--- config.mk ---
export PLATFORM = sky130hd
export DESIGN_NAME = pulse_channel_regs_frame_sequencer_unit
export DESIGN_NICKNAME = d
export VERILOG_FILES = /design/src/rtl/pcfs_pkg.sv /design/src/rtl/pcfs_frame_seq.sv /design/src/rtl/pcfs_chan_regs.sv /design/src/rtl/pulse_channel_regs_frame_sequencer_unit.sv
export SDC_FILE = /design/constraint.sdc
export NUM_CORES = 1
export LEC_CHECK = 0
export BUFFER_PORTS_ARGS = -buffer_cell sky130_fd_sc_hd__buf_2
export CORE_ASPECT_RATIO = 0.5
export CORE_MARGIN = 8
export CORE_UTILIZATION = 40
export DETAILED_ROUTE_END_ITERATION = 7
export GPL_TIMING_DRIVEN = 0
export SLEW_MARGIN = 20
export SYNTH_ARGS = -nofsm -noshare
export SYNTH_HDL_FRONTEND = slang
export SYNTH_HIERARCHICAL = 1
export SYNTH_SLANG_ARGS = --single-unit
--- constraint.sdc ---
create_clock -name clk_i -period 9.15 [get_ports clk_i]
set_clock_uncertainty 0.15 [all_clocks]
set_input_delay 0.915 -clock clk_i [delete_from_list [all_inputs] [get_ports clk_i]]
set_output_delay 0.915 -clock clk_i [all_outputs]
set_load 0.02 [all_outputs]
--- src/rtl/pcfs_pkg.sv ---
// Shared types, constants and tables for the pulse channel frame sequencer.
`default_nettype none

package pcfs_pkg;

  // Prescaler and frame counter sizing
  localparam int PRESCALE_DIV = 6;
  localparam int FRAME_WRAP   = 14916;
  localparam int PRESCALE_W   = 3;
  localparam int FRAME_W      = 14;

  // Frame counter points that raise quarter and half flags
  localparam logic [FRAME_W-1:0] FRAME_Q1   = FRAME_W'(3729);
  localparam logic [FRAME_W-1:0] FRAME_Q2   = FRAME_W'(7457);
  localparam logic [FRAME_W-1:0] FRAME_Q3   = FRAME_W'(11186);
  localparam logic [FRAME_W-1:0] FRAME_LAST = FRAME_W'(FRAME_WRAP);

  // Request commands
  localparam logic CMD_WRITE = 1'b0;
  localparam logic CMD_TICK  = 1'b1;

  // Register offsets and per-channel sub-registers
  localparam logic [4:0] OFF_STATUS = 5'h15;
  localparam logic [1:0] SUB_CTRL   = 2'd0;
  localparam logic [1:0] SUB_SWEEP  = 2'd1;
  localparam logic [1:0] SUB_TLO    = 2'd2;
  localparam logic [1:0] SUB_THI    = 2'd3;

  // Length load values, indexed by bits 7:3 of the timer-high write
  localparam logic [7:0] LEN_TABLE [32] = '{
    8'd10,  8'd254, 8'd20, 8'd2,  8'd40, 8'd4,  8'd80, 8'd6,
    8'd160, 8'd8,   8'd60, 8'd10, 8'd14, 8'd12, 8'd26, 8'd14,
    8'd12,  8'd16,  8'd24, 8'd18, 8'd48, 8'd20, 8'd96, 8'd22,
    8'd192, 8'd24,  8'd72, 8'd26, 8'd16, 8'd28, 8'd32, 8'd30
  };

  typedef struct packed {
    logic       command;
    logic [4:0] reg_offset;
    logic [7:0] wdata;
  } req_t;

  typedef struct packed {
    logic        quarter_frame;
    logic        half_frame;
    logic        ch1_active;
    logic        ch2_active;
    logic [7:0]  ch1_len;
    logic [7:0]  ch2_len;
    logic [7:0]  ch1_pattern;
    logic [7:0]  ch2_pattern;
    logic [3:0]  ch1_vol;
    logic [3:0]  ch2_vol;
    logic [10:0] ch1_period;
    logic [10:0] ch2_period;
  } res_t;

  typedef struct packed {
    logic quarter;
    logic half;
  } frame_flags_t;

  typedef struct packed {
    logic        active;
    logic [7:0]  len;
    logic [7:0]  pattern;
    logic [3:0]  vol;
    logic [10:0] period;
  } chan_view_t;

  // Map duty code to its eight-step waveform
  function automatic logic [7:0] duty_pattern(input logic [1:0] duty);
    logic [7:0] pat;
    unique case (duty)
      2'd0:    pat = 8'b0000_0001;
      2'd1:    pat = 8'b0000_0011;
      2'd2:    pat = 8'b0000_1111;
      default: pat = 8'b1111_1100;
    endcase
    return pat;
  endfunction

endpackage

`default_nettype wire

--- src/rtl/pcfs_frame_seq.sv ---
// Tick prescaler and frame counter that produce quarter and half frame flags.
`default_nettype none

module pcfs_frame_seq
  import pcfs_pkg::*;
(
  input  wire logic         clk_i,
  input  wire logic         rst_ni,
  input  wire logic         tick_i,
  output frame_flags_t      flags_o
);

  localparam logic [PRESCALE_W-1:0] DivCode = PRESCALE_W'(PRESCALE_DIV);

  logic [PRESCALE_W-1:0] prescale_q, prescale_d, pre_cur, pre_inc;
  logic [FRAME_W-1:0]    frame_q, frame_d, frame_inc;
  logic                  fire;

  // Advance prescaler and step the frame counter when it fires
  always_comb begin
    pre_cur   = (prescale_q >= DivCode) ? '0 : prescale_q;
    pre_inc   = pre_cur + PRESCALE_W'(1);
    fire      = (pre_cur == '0);
    frame_inc = frame_q + FRAME_W'(1);
    prescale_d = prescale_q;
    frame_d    = frame_q;
    flags_o    = '0;
    if (tick_i) begin
      prescale_d = (pre_inc >= DivCode) ? '0 : pre_inc;
      if (fire) begin
        frame_d = frame_inc;
        if (frame_inc == FRAME_Q1 || frame_inc == FRAME_Q3) begin
          flags_o.quarter = 1'b1;
        end
        if (frame_inc == FRAME_Q2) begin
          flags_o.quarter = 1'b1;
          flags_o.half    = 1'b1;
        end
        if (frame_inc == FRAME_LAST) begin
          flags_o.quarter = 1'b1;
          flags_o.half    = 1'b1;
          frame_d         = '0;
        end
      end
    end
  end

  always_ff @(posedge clk_i or negedge rst_ni) begin
    if (!rst_ni) begin
      prescale_q <= '0;
      frame_q    <= '0;
    end else begin
      prescale_q <= prescale_d;
      frame_q    <= frame_d;
    end
  end

endmodule

`default_nettype wire

--- src/rtl/pcfs_chan_regs.sv ---
// Register file and length counters for both pulse channels.
`default_nettype none

module pcfs_chan_regs
  import pcfs_pkg::*;
(
  input  wire logic             clk_i,
  input  wire logic             rst_ni,
  input  wire logic             wr_i,
  input  wire logic [4:0]       offset_i,
  input  wire logic [7:0]       wdata_i,
  input  wire logic             half_i,
  output chan_view_t [1:0]      view_o
);

  logic [7:0]  pattern_q [2];
  logic [7:0]  pattern_d [2];
  logic        halt_q    [2];
  logic        halt_d    [2];
  logic [3:0]  vol_q     [2];
  logic [3:0]  vol_d     [2];
  logic [10:0] period_q  [2];
  logic [10:0] period_d  [2];
  logic [7:0]  len_q     [2];
  logic [7:0]  len_d     [2];
  logic        en_q      [2];
  logic        en_d      [2];

  // Decode the write, then apply the half-frame length decrement
  always_comb begin
    for (int c = 0; c < 2; c++) begin
      pattern_d[c] = pattern_q[c];
      halt_d[c]    = halt_q[c];
      vol_d[c]     = vol_q[c];
      period_d[c]  = period_q[c];
      len_d[c]     = len_q[c];
      en_d[c]      = en_q[c];
      if (wr_i) begin
        if (offset_i[4:3] == 2'b00 && offset_i[2] == c[0]) begin
          unique case (offset_i[1:0])
            SUB_CTRL: begin
              pattern_d[c] = duty_pattern(wdata_i[7:6]);
              halt_d[c]    = wdata_i[5];
              vol_d[c]     = wdata_i[3:0];
            end
            SUB_SWEEP: begin
            end
            SUB_TLO: begin
              period_d[c] = {period_q[c][10:8], wdata_i};
            end
            SUB_THI: begin
              period_d[c] = {wdata_i[2:0], period_q[c][7:0]};
              len_d[c]    = LEN_TABLE[wdata_i[7:3]];
            end
            default: begin
            end
          endcase
        end else if (offset_i == OFF_STATUS) begin
          en_d[c] = wdata_i[c[0]];
          if (!wdata_i[c[0]]) begin
            len_d[c] = '0;
          end
        end
      end
      if (half_i && !halt_q[c] && len_q[c] != '0) begin
        len_d[c] = len_q[c] - 8'd1;
      end
      view_o[c].active  = en_d[c] && (len_d[c] != '0);
      view_o[c].len     = len_d[c];
      view_o[c].pattern = pattern_d[c];
      view_o[c].vol     = vol_d[c];
      view_o[c].period  = period_d[c];
    end
  end

  always_ff @(posedge clk_i or negedge rst_ni) begin
    if (!rst_ni) begin
      for (int c = 0; c < 2; c++) begin
        pattern_q[c] <= '0;
        halt_q[c]    <= 1'b0;
        vol_q[c]     <= '0;
        period_q[c]  <= '0;
        len_q[c]     <= '0;
        en_q[c]      <= 1'b0;
      end
    end else begin
      for (int c = 0; c < 2; c++) begin
        pattern_q[c] <= pattern_d[c];
        halt_q[c]    <= halt_d[c];
        vol_q[c]     <= vol_d[c];
        period_q[c]  <= period_d[c];
        len_q[c]     <= len_d[c];
        en_q[c]      <= en_d[c];
      end
    end
  end

endmodule

`default_nettype wire

--- src/rtl/pulse_channel_regs_frame_sequencer_unit.sv ---
// Top level of the pulse channel register file and frame sequencer.
//
//   channel | direction | payload | handshake
//   in      | input     | req_t   | in_valid_i / in_ready_o
//   out     | output    | res_t   | out_valid_o / out_ready_i
//
// Each request is captured in an input register; when a result slot is free,
// the channel registers and frame sequencer update and the result register
// loads. One request per cycle is sustained unless the output stalls.
// Reset clears all channel state, the prescaler and the frame counter.
// A stalled output holds the result; the input register still takes one more
// request, and state advances only when a result register slot is free.
`default_nettype none

module pulse_channel_regs_frame_sequencer_unit
  import pcfs_pkg::*;
(
  input  wire logic clk_i,
  input  wire logic rst_ni,
  input  wire logic in_valid_i,
  output logic      in_ready_o,
  input  wire req_t in_req_i,
  output logic      out_valid_o,
  input  wire logic out_ready_i,
  output res_t      out_res_o
);

  logic             in_valid_q;
  req_t             req_q;
  logic             step;
  frame_flags_t     flags;
  chan_view_t [1:0] view;
  res_t             res_d;

  // Advance the request into the result register when a slot is free
  assign step       = in_valid_q && (!out_valid_o || out_ready_i);
  assign in_ready_o = !in_valid_q || step;

  // Hold the accepted request
  always_ff @(posedge clk_i or negedge rst_ni) begin
    if (!rst_ni) begin
      in_valid_q <= 1'b0;
    end else if (in_ready_o) begin
      in_valid_q <= in_valid_i;
    end
  end

  always_ff @(posedge clk_i) begin
    if (in_ready_o && in_valid_i) begin
      req_q <= in_req_i;
    end
  end

  pcfs_frame_seq u_frame_seq (
    .clk_i   (clk_i),
    .rst_ni  (rst_ni),
    .tick_i  (step && req_q.command == CMD_TICK),
    .flags_o (flags)
  );

  pcfs_chan_regs u_chan_regs (
    .clk_i    (clk_i),
    .rst_ni   (rst_ni),
    .wr_i     (step && req_q.command == CMD_WRITE),
    .offset_i (req_q.reg_offset),
    .wdata_i  (req_q.wdata),
    .half_i   (flags.half),
    .view_o   (view)
  );

  // Assemble the result from the updated state
  always_comb begin
    res_d.quarter_frame = flags.quarter;
    res_d.half_frame    = flags.half;
    res_d.ch1_active    = view[0].active;
    res_d.ch2_active    = view[1].active;
    res_d.ch1_len       = view[0].len;
    res_d.ch2_len       = view[1].len;
    res_d.ch1_pattern   = view[0].pattern;
    res_d.ch2_pattern   = view[1].pattern;
    res_d.ch1_vol       = view[0].vol;
    res_d.ch2_vol       = view[1].vol;
    res_d.ch1_period    = view[0].period;
    res_d.ch2_period    = view[1].period;
  end

  // Load or drop the result register
  always_ff @(posedge clk_i or negedge rst_ni) begin
    if (!rst_ni) begin
      out_valid_o <= 1'b0;
    end else if (step) begin
      out_valid_o <= 1'b1;
    end else if (out_ready_i) begin
      out_valid_o <= 1'b0;
    end
  end

  always_ff @(posedge clk_i) begin
    if (step) begin
      out_res_o <= res_d;
    end
  end

  // A half frame is always also a quarter frame
  a_half_has_quarter: assert property (@(posedge clk_i) disable iff (!rst_ni)
    out_valid_o |-> (!out_res_o.half_frame || out_res_o.quarter_frame))
    else $error("half frame without quarter frame");

  // Write requests never raise frame flags
  a_write_no_flags: assert property (@(posedge clk_i) disable iff (!rst_ni)
    (step && req_q.command == CMD_WRITE) |=>
      (!out_res_o.quarter_frame && !out_res_o.half_frame))
    else $error("frame flag on a write request");

  // An active channel has a nonzero length
  a_active_len: assert property (@(posedge clk_i) disable iff (!rst_ni)
    out_valid_o |-> ((!out_res_o.ch1_active || out_res_o.ch1_len != 8'd0) &&
                     (!out_res_o.ch2_active || out_res_o.ch2_len != 8'd0)))
    else $error("active channel with zero length");

  // A held request blocks new input while the output is stalled
  a_stall_blocks: assert property (@(posedge clk_i) disable iff (!rst_ni)
    (in_valid_q && out_valid_o && !out_ready_i) |-> !in_ready_o)
    else $error("input taken while request register is full");

endmodule

`default_nettype wire

==> flow_summary.toml, run 1 <==
[grt]
grt-ovfl-total = 0
grt_max_degree = 69
grt_first_pass_wirelength_um = 26800
grt_pass1_vias = 4946
grt_antenna_before_repair = 0
grt_usage_pct = 14.2

[critical_path]
r2r_slack_ps = 4650
path_depth = 14
cp_num_buf_inv = 1
max_stage_delay_ps = 480
path_max_fanout = 9
crit_type = "flip-flop to flip-flop"
crit_slowest_cell = "dfrtp_1"
crit_path_frequent_cell = "nor4_1"
cp.required_ps = 9140
crit_path_end_kind = "flip-flop"
r2r_cells = 14
critPathLaunchType = "flip-flop"
path_cells = "ha_1 > nand3_2 > or3_1 > xor2_1 > nor4_1 > a32o_2 > nor2b_1 > clkbuf_1 > o21ai_4 > and3_2 > o21ai_0 > o311ai_0 > nor4_1 > a21boi_1"
arrival_ps = 4490
critical-path-top-delay-family = "simple AND/OR/NAND/NOR gates"

[floorplanning]
start_util_pct = 40.3
dieArea_um2 = 23100
die_h_um = 112
design.core.area_um2 = 18100
rows = 35
die_w_um = 207
io_pins = 86

[sta]
slew_headroom_pct = 28.5
slew_viol_final = 0
rsz0062_at_grt = "false"
worstMarginPinSlew_ps = 1060
setup_viol = 0
fin_crit_ps = 4500
period_share_pct = 49.2
setup-tns-final_ps = 0
fmax_ghz = 0.222
finalHoldViolations = 0
setup_ws_ps = 4650

[yosys]
synth_flop_cell = "dfrtp_1"
synth-adder-area-share_pct = 2.74
synth-seq-area-share_pct = 62.0
synth_top_family_by_area = "simple AND/OR/NAND/NOR gates"
synth_seq_cells = 165
yosys.area_share.simple_pct = 14.6
synth_top_area_share_pct = 32.9
yosys.cell_types.count = 72
syn_nets = 628
synth_compound_gate_area_share_pct = 10.7
synthMuxAreaShare_pct = 4.86
avgSynthCellArea_um2 = 12.3
async_flop_share_pct = 51.5
synth_edf_count = 80
synthXorXnorAreaFrac_pct = 2.04
syn_inst = 594
synthTopCellsByArea = "edfxtp_1 33%, dfrtp_1 29%, mux2_2 4.3%, nand2_1 3.2%, ha_1 2.7%"
synth_area_um2 = 7310
yosys.area.top_type = "edfxtp_1"
ys_warn_count = 6

[drt]
vias = 4964
drc = 0
via_per_inst = 5.21
routedWlPerCell_um = 17.2
firstDrtPassIters = 5
first_iter_violations = 408
wl_met3_um = 581
routed_wl_um = 16400
drtAntennaViolNets = 0
route.layer.met1.wl_um = 7770
wl_met2_um = 7840
highest_layer = "met4"

[clocking]
htreeDepth = 4
holdBufCountCts = 0
cts.sinks = 165
postCtsResizedCells = 0
cts_buffer_depth = 2
postCtsSetupBuffers = 0
clk_pin_slew_worst_paths_ps = 70
cts_tree = "done"
clk_latency_ps = 420
numCtsBuffers = 17
root_buffer = "clkbuf_16"

[cells_and_area]
area_growth_pct = 18.8
drive_above_1_share_pct = 25.4
n_antenna_cell = 0
fin_nets = 734
n_fill_cell = 1638
seq_area_um2 = 4530
multi_input_area_um2 = 2560

[run]
drv_cap = 0

[power_and_ir_drop]
p_leak_nw = 3.71
power.density_nw_per_um2 = 229
ir_drop_mv = 0.122

[placement]
dp_hpwl_um = 11400
gp_congestion = 0.829
preCtsSetupSlack_ps = 4600
port_buffers = 85

[worst_hold_path]
min_path_type = "input port to asynchronous set/reset pin"

[outcome]
status = "completed"
## Yosys cell counts, types with 3 or more instances
cell and number:
ha_1 16, a22o_1 3, nand3_1 12, a41o_1 3, o311ai_0 3, o31a_1 4, a22oi_1 3, nand2b_1 7
a21o_1 7, mux2_2 28, o22ai_1 4, inv_1 26, a21oi_1 17, nor4_1 12, nand3b_1 4, mux2i_1 4
buf_2 7, xnor2_1 13, a31oi_1 4, nand4_1 4, dfrtp_1 85, o21ai_0 33, o221ai_1 5, nand2_1 63
clkbuf_1 13, and2_1 7, nor3_1 20, o31ai_1 6, and3_1 5, or3b_2 3, nor2_1 31, xor2_1 4
edfxtp_1 80, nor2b_1 6
## final timing paths
path,startpoint,to
max,u_frame_seq/frame_q[0]$_DFFE_PN0P_,out_res_o[62]$_DFFE_PP_
min in group clk_i,u_chan_regs/period_q[10]$_DFF_PN0_,u_chan_regs/period_q[10]$_DFF_PN0_
max in group asynchronous,rst_ni,u_chan_regs/pattern_q[9]$_DFF_PN0_
max reg2reg,u_frame_seq/frame_q[0]$_DFFE_PN0P_,out_res_o[62]$_DFFE_PP_
min,rst_ni,u_chan_regs/len_q[10]$_DFF_PN0_
min reg2reg,u_chan_regs/period_q[10]$_DFF_PN0_,u_chan_regs/period_q[10]$_DFF_PN0_
## where the power goes
| group | switching [mW] | internal (mW) | leakage, nW | total (mW) |
|---|---|---|---|---|
| registers | 0.0482 | 0.880 | 1.89 | 0.928 |
| clock network | 0.291 | 0.432 | 0.286 | 0.723 |
| logic | 0.209 | 0.126 | 1.53 | 0.336 |
## through the flow
step	total power, mW	cell area [µm²]	cells	hold WS (ps)	utilization [%]
2_1_floorplan	1.17	7310	594	280	-
3_3_place_gp	1.27	8030	919	305	44.3
3_5_place_dp	1.28	8090	921	306	44.6
4_1_cts	2.00	8680	953	176	47.9
5_1_grt	2.08	8680	953	167	47.9
6_report	1.99	8680	953	180	47.9
## registers in the layout (all words and copies together) (netlist names)
| signal | count |
|---|---|
| in_valid_q | 1 |
| out_res_o | 66 |
| out_valid_o | 1 |
| req_q | 14 |
| u_chan_regs/en_q | 2 |
| u_chan_regs/halt_q | 2 |
| u_chan_regs/len_q | 16 |
| u_chan_regs/pattern_q | 16 |
| u_chan_regs/period_q | 22 |
| u_chan_regs/vol_q | 8 |
| u_frame_seq/frame_q | 14 |
| u_frame_seq/prescale_q | 3 |
## layout make-up
| type | instances | area share [%] |
|---|---|---|
| sequential | 165 | 52.2 |
| multi-input combinational | 378 | 29.5 |
| timing repair buffer | 87 | 5.52 |
| clock buffer | 21 | 5.07 |
| tap | 240 | 3.46 |
| clock inverter | 11 | 1.74 |
| buffer | 25 | 1.44 |
| inverter | 26 | 1.12 |
## layer usage
metal	track usage [%]	up-vias
li1	-	2396
met1	18.8	2463
met2	23.0	92
met3	3.56	13
met4	3.98	0
met5	0	-
## cell families after synthesis
group | after synthesis
compound gates | 113
xor+xnor | 17
fa+ha+maj | 16
buf+inv | 51
flops | 165
mux | 32
simple gates | 200
## cell usage in the layout (no fill, tap or decap), types with 4 or more instances in the layout
cell	synthesis	final
a21o_1	7	7
a21oi_1	17	17
a31oi_1	4	4
and2_1	7	6
and3_1	5	5
buf_2	7	91
clkbuf_1	13	17
clkbuf_16	0	17
dfrtp_1	85	85
edfxtp_1	80	80
ha_1	16	16
inv_1	26	26
mux2_2	28	28
mux2i_1	4	4
nand2_1	63	63
nand2b_1	7	7
nand3_1	12	12
nand3b_1	4	4
nand4_1	4	4
nor2_1	31	31
nor2b_1	6	6
nor3_1	20	20
nor4_1	12	12
o21ai_0	33	33
o221ai_1	5	5
o22ai_1	4	4
o31a_1	4	4
o31ai_1	6	6
xnor2_1	13	13
xor2_1	4	4
Power figures use the tool's default switching activity.
==> inputs of run 2 (changes only) <==
--- a/config.mk
+++ b/config.mk
@@ -5,6 +5,7 @@
 export SDC_FILE = /design/constraint.sdc
 export NUM_CORES = 1
 export LEC_CHECK = 0
+export ABC_AREA = 1
 export BUFFER_PORTS_ARGS = -buffer_cell sky130_fd_sc_hd__buf_2
 export CORE_ASPECT_RATIO = 0.5
 export CORE_MARGIN = 8
==> constraint.sdc (replaced) <==
create_clock -name clk_i -period 4.5 [get_ports clk_i]
set_clock_uncertainty 0.15 [all_clocks]
set_input_delay 0.45 -clock clk_i [delete_from_list [all_inputs] [get_ports clk_i]]
set_output_delay 0.45 -clock clk_i [all_outputs]
set_load 0.02 [all_outputs]
==> flow_summary.toml, run 2 <==
[critical_path]
cp-startpoint = "u_frame_seq/frame_q[0]$_DFFE_PN0P_"
arrival_ps = 3620
critPathLaunchType = "flip-flop"
path_max_fanout = 9
rr_startpoint = "u_frame_seq/frame_q[0]$_DFFE_PN0P_"
crit_path_end_kind = "flip-flop"
cp.required_ps = 4520
crit_type = "flip-flop to flip-flop"

[cells_and_area]
drive_above_1_share_pct = 17.9
layout_commonest_cell = "nand2_1"
n_fill_cell = 1799
top_regs = "out_res_o x66, u_chan_regs/period_q x22"
n_antenna_cell = 0
area_growth_pct = 18.3
fin_nets = 965
largest_reg_flops = 66
instances_no_fill = 1203
most-common-layout-cells = "251 x nand2_1, 90 x buf_2, 85 x dfrtp_1, 82 x inv_1, 80 x edfxtp_1"
top_register = "out_res_o"

[yosys]
synth-adder-area-share_pct = 2.64
synthTopCellsByArea = "edfxtp_1 32%, dfrtp_1 28%, nand2_1 12%, o21ai_0 4.4%, inv_1 4.1%"
synth_edf_count = 80
yosys.cell_types.count = 32
synthMuxAreaShare_pct = 0
avgSynthCellArea_um2 = 9.21
syn_nets = 858
yosys.area_share.simple_pct = 23.8
async_flop_share_pct = 51.5
synth_compound_gate_area_share_pct = 7.62
synth_area_um2 = 7590
synth_top_area_share_pct = 31.7
synth_flop_cell = "dfrtp_1"
synth_seq_cells = 165
synth_top_family_by_area = "simple AND/OR/NAND/NOR gates"
synthXorXnorAreaFrac_pct = 0.808
yosys.area.top_type = "edfxtp_1"
yosysMostFrequentCell = "nand2_1"
syn_inst = 824
synth-seq-area-share_pct = 59.7
synthTopCellsByCount = "251 x nand2_1, 85 x dfrtp_1, 83 x inv_1"
ys_warn_count = 6

[power_and_ir_drop]
ir_drop_mv = 0.280
share_comb_of_total_power_pct = 18.9
power_frac_seq_pct = 46.9
p_switching_mw = 1.28
power.density_nw_per_um2 = 464
internal_power_mw = 2.89
power_mw = 4.17
clkPwrFrac_pct = 34.2
p_leak_nw = 4.23
netSwitchingFraction_pct = 30.7

[grt]
grt_antenna_before_repair = 0
grt_pass1_vias = 5846
grt-ovfl-total = 0
grt_max_degree = 60
grt_first_pass_wirelength_um = 30000
grt_usage_pct = 15.8

[floorplanning]
die_w_um = 211
start_util_pct = 41.1
io_pins = 86
rows = 35
die_h_um = 113
dieArea_um2 = 23900
design.core.area_um2 = 18500

[sta]
slew_headroom_pct = 59.1
period_share_pct = 79.9
setup_ws_ps = 905
rsz0062_at_grt = "false"
setup_viol = 0
fin_crit_ps = 3590
hold-worst-slack_ps = 49.6
fmax_ghz = 0.278
finalHoldViolations = 0
setup-tns-final_ps = 0
slew_viol_final = 0
worstMarginPinSlew_ps = 612

[placement]
dp.cells = 1170
preCtsSetupSlack_ps = 931
port_buffers = 85
dp_hpwl_um = 13500
gp_congestion = 0.883

[clocking]
postCtsResizedCells = 0
cts_buffer_depth = 2
root_buffer = "clkbuf_16"
numCtsBuffers = 17
cts_tree = "done"
clk_latency_ps = 420
htreeDepth = 4
cts.sinks = 165
postCtsSetupBuffers = 0
holdBufCountCts = 1
clk_pin_slew_worst_paths_ps = 70

[outcome]
status = "completed"

[drt]
firstDrtPassIters = 5
via_per_inst = 4.82
drc = 0
first_iter_violations = 386
drtAntennaViolNets = 0
routedWlPerCell_um = 15.4
vias = 5798
routed_wl_um = 18500

[worst_hold_path]
min_path_type = "input port to flip-flop"
worstHoldStart = "in_req_i[3]"

[run]
drv_cap = 0
-- run 2: power groups by stage --
| stage | Sequential [mW] | Clock, mW | Combinational (mW) |
|---|---|---|---|
| 2_1_floorplan | 2.07 | 0 | 0.454 |
| 3_3_place_gp | 1.99 | 0 | 0.760 |
| 3_5_place_dp | 1.99 | 0 | 0.791 |
| 4_1_cts | 1.96 | 1.47 | 0.796 |
| 5_1_grt | 1.98 | 1.52 | 0.890 |
| 6_report | 1.96 | 1.43 | 0.786 |
-- run 2: critical path, cell delays in order (launching register included) --
cell and delay, ps:
dfrtp_1 430, ha_1 260, nand3_1 180, nor2_1 180, nand3_1 80, nand2_1 130
nand2_1 80, nor2_2 150, nand3_2 180, nand2_1 100, nand2_1 70, inv_1 90
inv_1 120, nor2_1 240, o21ai_4 160, nand2_4 120, inv_2 40, o21ai_1 80
inv_2 40, a21oi_1 200, nand3_1 100, nor2_1 120, nor2_1 50
-- run 2: cell type report --
type                    count  area [µm²]  area share (%)
flip-flops and latches    165        4530            50.4
multi-input cells         550        2640            29.4
repair buffers             88         489            5.45
clock buffers              21         460            5.13
inverters                  95         359            4.00
well taps                 259         324            3.61
clock inverters            11         115            1.28
plain buffers              14        60.1           0.669
-- run 2: layer usage --
metal,vias up,track usage (%),part of all wire (%)
met2,115,26.1,47
met4,0,4.87,0.98
met1,2772,20.6,48
met3,19,3.39,4.3
li1,2892,-,-
met5,-,0,0
-- run 2: path summary, 6_finish.rpt --
kind | slack, ps | end | cells after the start
setup / recovery | 910 | out_res_o[63]$_DFFE_PP_ | 22
hold / removal | 50 | req_q[3]$_DFFE_PP_ | 1
setup reg to reg | 910 | out_res_o[63]$_DFFE_PP_ | 22
hold reg to reg | 320 | u_chan_regs/pattern_q[4]$_DFF_PN0_ | 2
max in group asynchronous | 3290 | u_chan_regs/pattern_q[7]$_DFF_PN0_ | 3
min in group asynchronous | 330 | u_frame_seq/frame_q[1]$_DFFE_PN0P_ | 2
-- run 2: logic make-up after synthesis --
group / count (synthesis)
flops: 165
compound gates: 108
buf+inv: 109
simple gates: 419
fa+ha+maj: 16
xor+xnor: 7
-- run 2: stage by stage --
step	util [%]	cell area, µm²
floorplan	-	7590
global placement	45.1	8340
detailed placement	45.4	8390
CTS	48.6	8980
global route	48.6	8980
finish	48.6	8980
==> inputs of run 3 (changes only) <==
==> constraint.sdc (replaced) <==
create_clock -name clk_i -period 3.4 [get_ports clk_i]
set_clock_uncertainty 0.15 [all_clocks]
set_input_delay 0.34 -clock clk_i [delete_from_list [all_inputs] [get_ports clk_i]]
set_output_delay 0.34 -clock clk_i [all_outputs]
set_load 0.02 [all_outputs]
==> flow_summary.toml, run 3 (same netlist as run 2, synthesis figures left out) <==
[outcome]
status = "completed"

[drt]
first_iter_violations = 348
via_per_inst = 4.85
drc = 0
routed_wl_um = 18800
firstDrtPassIters = 5
routedWlPerCell_um = 15.4
vias = 5939
drtAntennaViolNets = 0

[critical_path]
cp-startpoint = "u_frame_seq/frame_q[1]$_DFFE_PN0P_"
critPathLaunchType = "flip-flop"
path_max_fanout = 9
crit_path_end_kind = "flip-flop"
crit_type = "flip-flop to flip-flop"
rr_startpoint = "u_frame_seq/frame_q[1]$_DFFE_PN0P_"
arrival_ps = 3230
cp.required_ps = 3420

[floorplanning]
start_util_pct = 41.1
io_pins = 86
dieArea_um2 = 23900
die_h_um = 113
design.core.area_um2 = 18500
rows = 35
die_w_um = 211

[placement]
dp_hpwl_um = 13500
dp.cells = 1170
gp_congestion = 0.883
port_buffers = 85

[cells_and_area]
layout_commonest_cell = "nand2_1"
most-common-layout-cells = "248 x nand2_1, 90 x buf_2, 83 x dfrtp_1, 81 x inv_1, 80 x edfxtp_1"
top_regs = "out_res_o x66, u_chan_regs/period_q x22"
n_antenna_cell = 0
top_register = "out_res_o"
largest_reg_flops = 66
fin_nets = 987
instances_no_fill = 1225
drive_above_1_share_pct = 19.5
multi_input_area_um2 = 2710
n_fill_cell = 1773
seq_area_um2 = 4530
area_growth_pct = 21.8

[grt]
grt_antenna_before_repair = 0
grt_usage_pct = 15.9
grt_max_degree = 60
grt_pass1_vias = 5888
grt-ovfl-total = 0
grt_first_pass_wirelength_um = 30200

[sta]
slew_viol_final = 0
setup_viol = 0
period_share_pct = 94.4
finalHoldViolations = 0
rsz0062_at_grt = "true"
worstMarginPinSlew_ps = 634
slew_headroom_pct = 57.7
fin_crit_ps = 3210
fmax_ghz = 0.312

[clocking]
numCtsBuffers = 17
htreeDepth = 4
clk_pin_slew_worst_paths_ps = 70
cts_tree = "done"
clk_latency_ps = 420
cts_buffer_depth = 2
cts.sinks = 165
root_buffer = "clkbuf_16"

[run]
drv_cap = 0

[power_and_ir_drop]
p_leak_nw = 4.32
ir_drop_mv = 0.369
power_mw = 5.59
power.density_nw_per_um2 = 605

[worst_hold_path]
worstHoldStart = "out_ready_i"
min_path_type = "input port to flip-flop"
## run 3: routing by layer
layer	wire length, µm	track usage, %
met1	8900	20.8
met2	8830	26.2
met3	920	3.39
met4	180	4.87
met5	0	0
## run 3: report_power, final
| group | switching, mW | leakage, nW | internal (mW) |
|---|---|---|---|
| clock network | 0.823 | 0.281 | 1.06 |
| registers | 0.157 | 1.92 | 2.43 |
| logic | 0.746 | 2.13 | 0.365 |
## run 3: what timing repair did
action,in CTS,in global routing
resized for setup,3,14
hold endpoints to repair,59,0
pin swaps,0,5
setup endpoints to repair,2,5
setup buffers,1,5
gates cloned,0,1
hold buffers,16,0
## run 3: path summary, 6_finish.rpt
kind	to	slack [ps]	depth (start not counted)
max	out_res_o[63]$_DFFE_PP_	190	25
min	out_valid_o$_DFFE_PN0P_	60	4
max reg2reg	out_res_o[63]$_DFFE_PP_	190	25
min reg2reg	u_chan_regs/pattern_q[4]$_DFF_PN0_	320	2
max in group asynchronous	u_chan_regs/pattern_q[7]$_DFF_PN0_	2290	3
min in group asynchronous	u_frame_seq/frame_q[0]$_DFFE_PN0P_	220	2
## run 3: final cells by class
cell class                 instances  area share, %
tap                              259           3.50
timing repair buffer             109           7.40
clock inverter                    11           1.24
multi-input combinational        551           29.3
buffer                            14          0.650
clock buffer                      21           4.98
sequential                       165           49.0
inverter                          95           3.88
## run 3: stage by stage
stage	area, µm²	hold slack [ps]	setup TNS (ps)	util [%]	setup WS [ps]
after floorplan	7590	-106	0	-	566
after global placement	8340	303	-102	45.1	-102
after detailed placement	8390	88.1	-174	45.4	-169
after CTS	9150	35.2	-12.0	49.5	-12.0
after global routing	9250	53.0	-35.5	50.0	-30.9
final	9250	57.0	0	50.0	191
## run 3: critical path: stages, from the launching register on
cell and delay (ps):
dfrtp_2 440, ha_4 190, nand2_1 110, nor2_4 70
buf_4 140, buf_4 120, nand3_1 70, nand2_1 60
nand2_2 100, nand3_1 80, nor2_1 90, nand2_1 50
nand2_1 60, nand2_1 60, inv_1 100, inv_2 90
nor2_4 140, o21ai_4 120, nand2_4 110, inv_2 40
nand3_1 80, o21ai_2 80, nor2_1 110, nand3_1 100
nor2_1 130, nor2_1 50
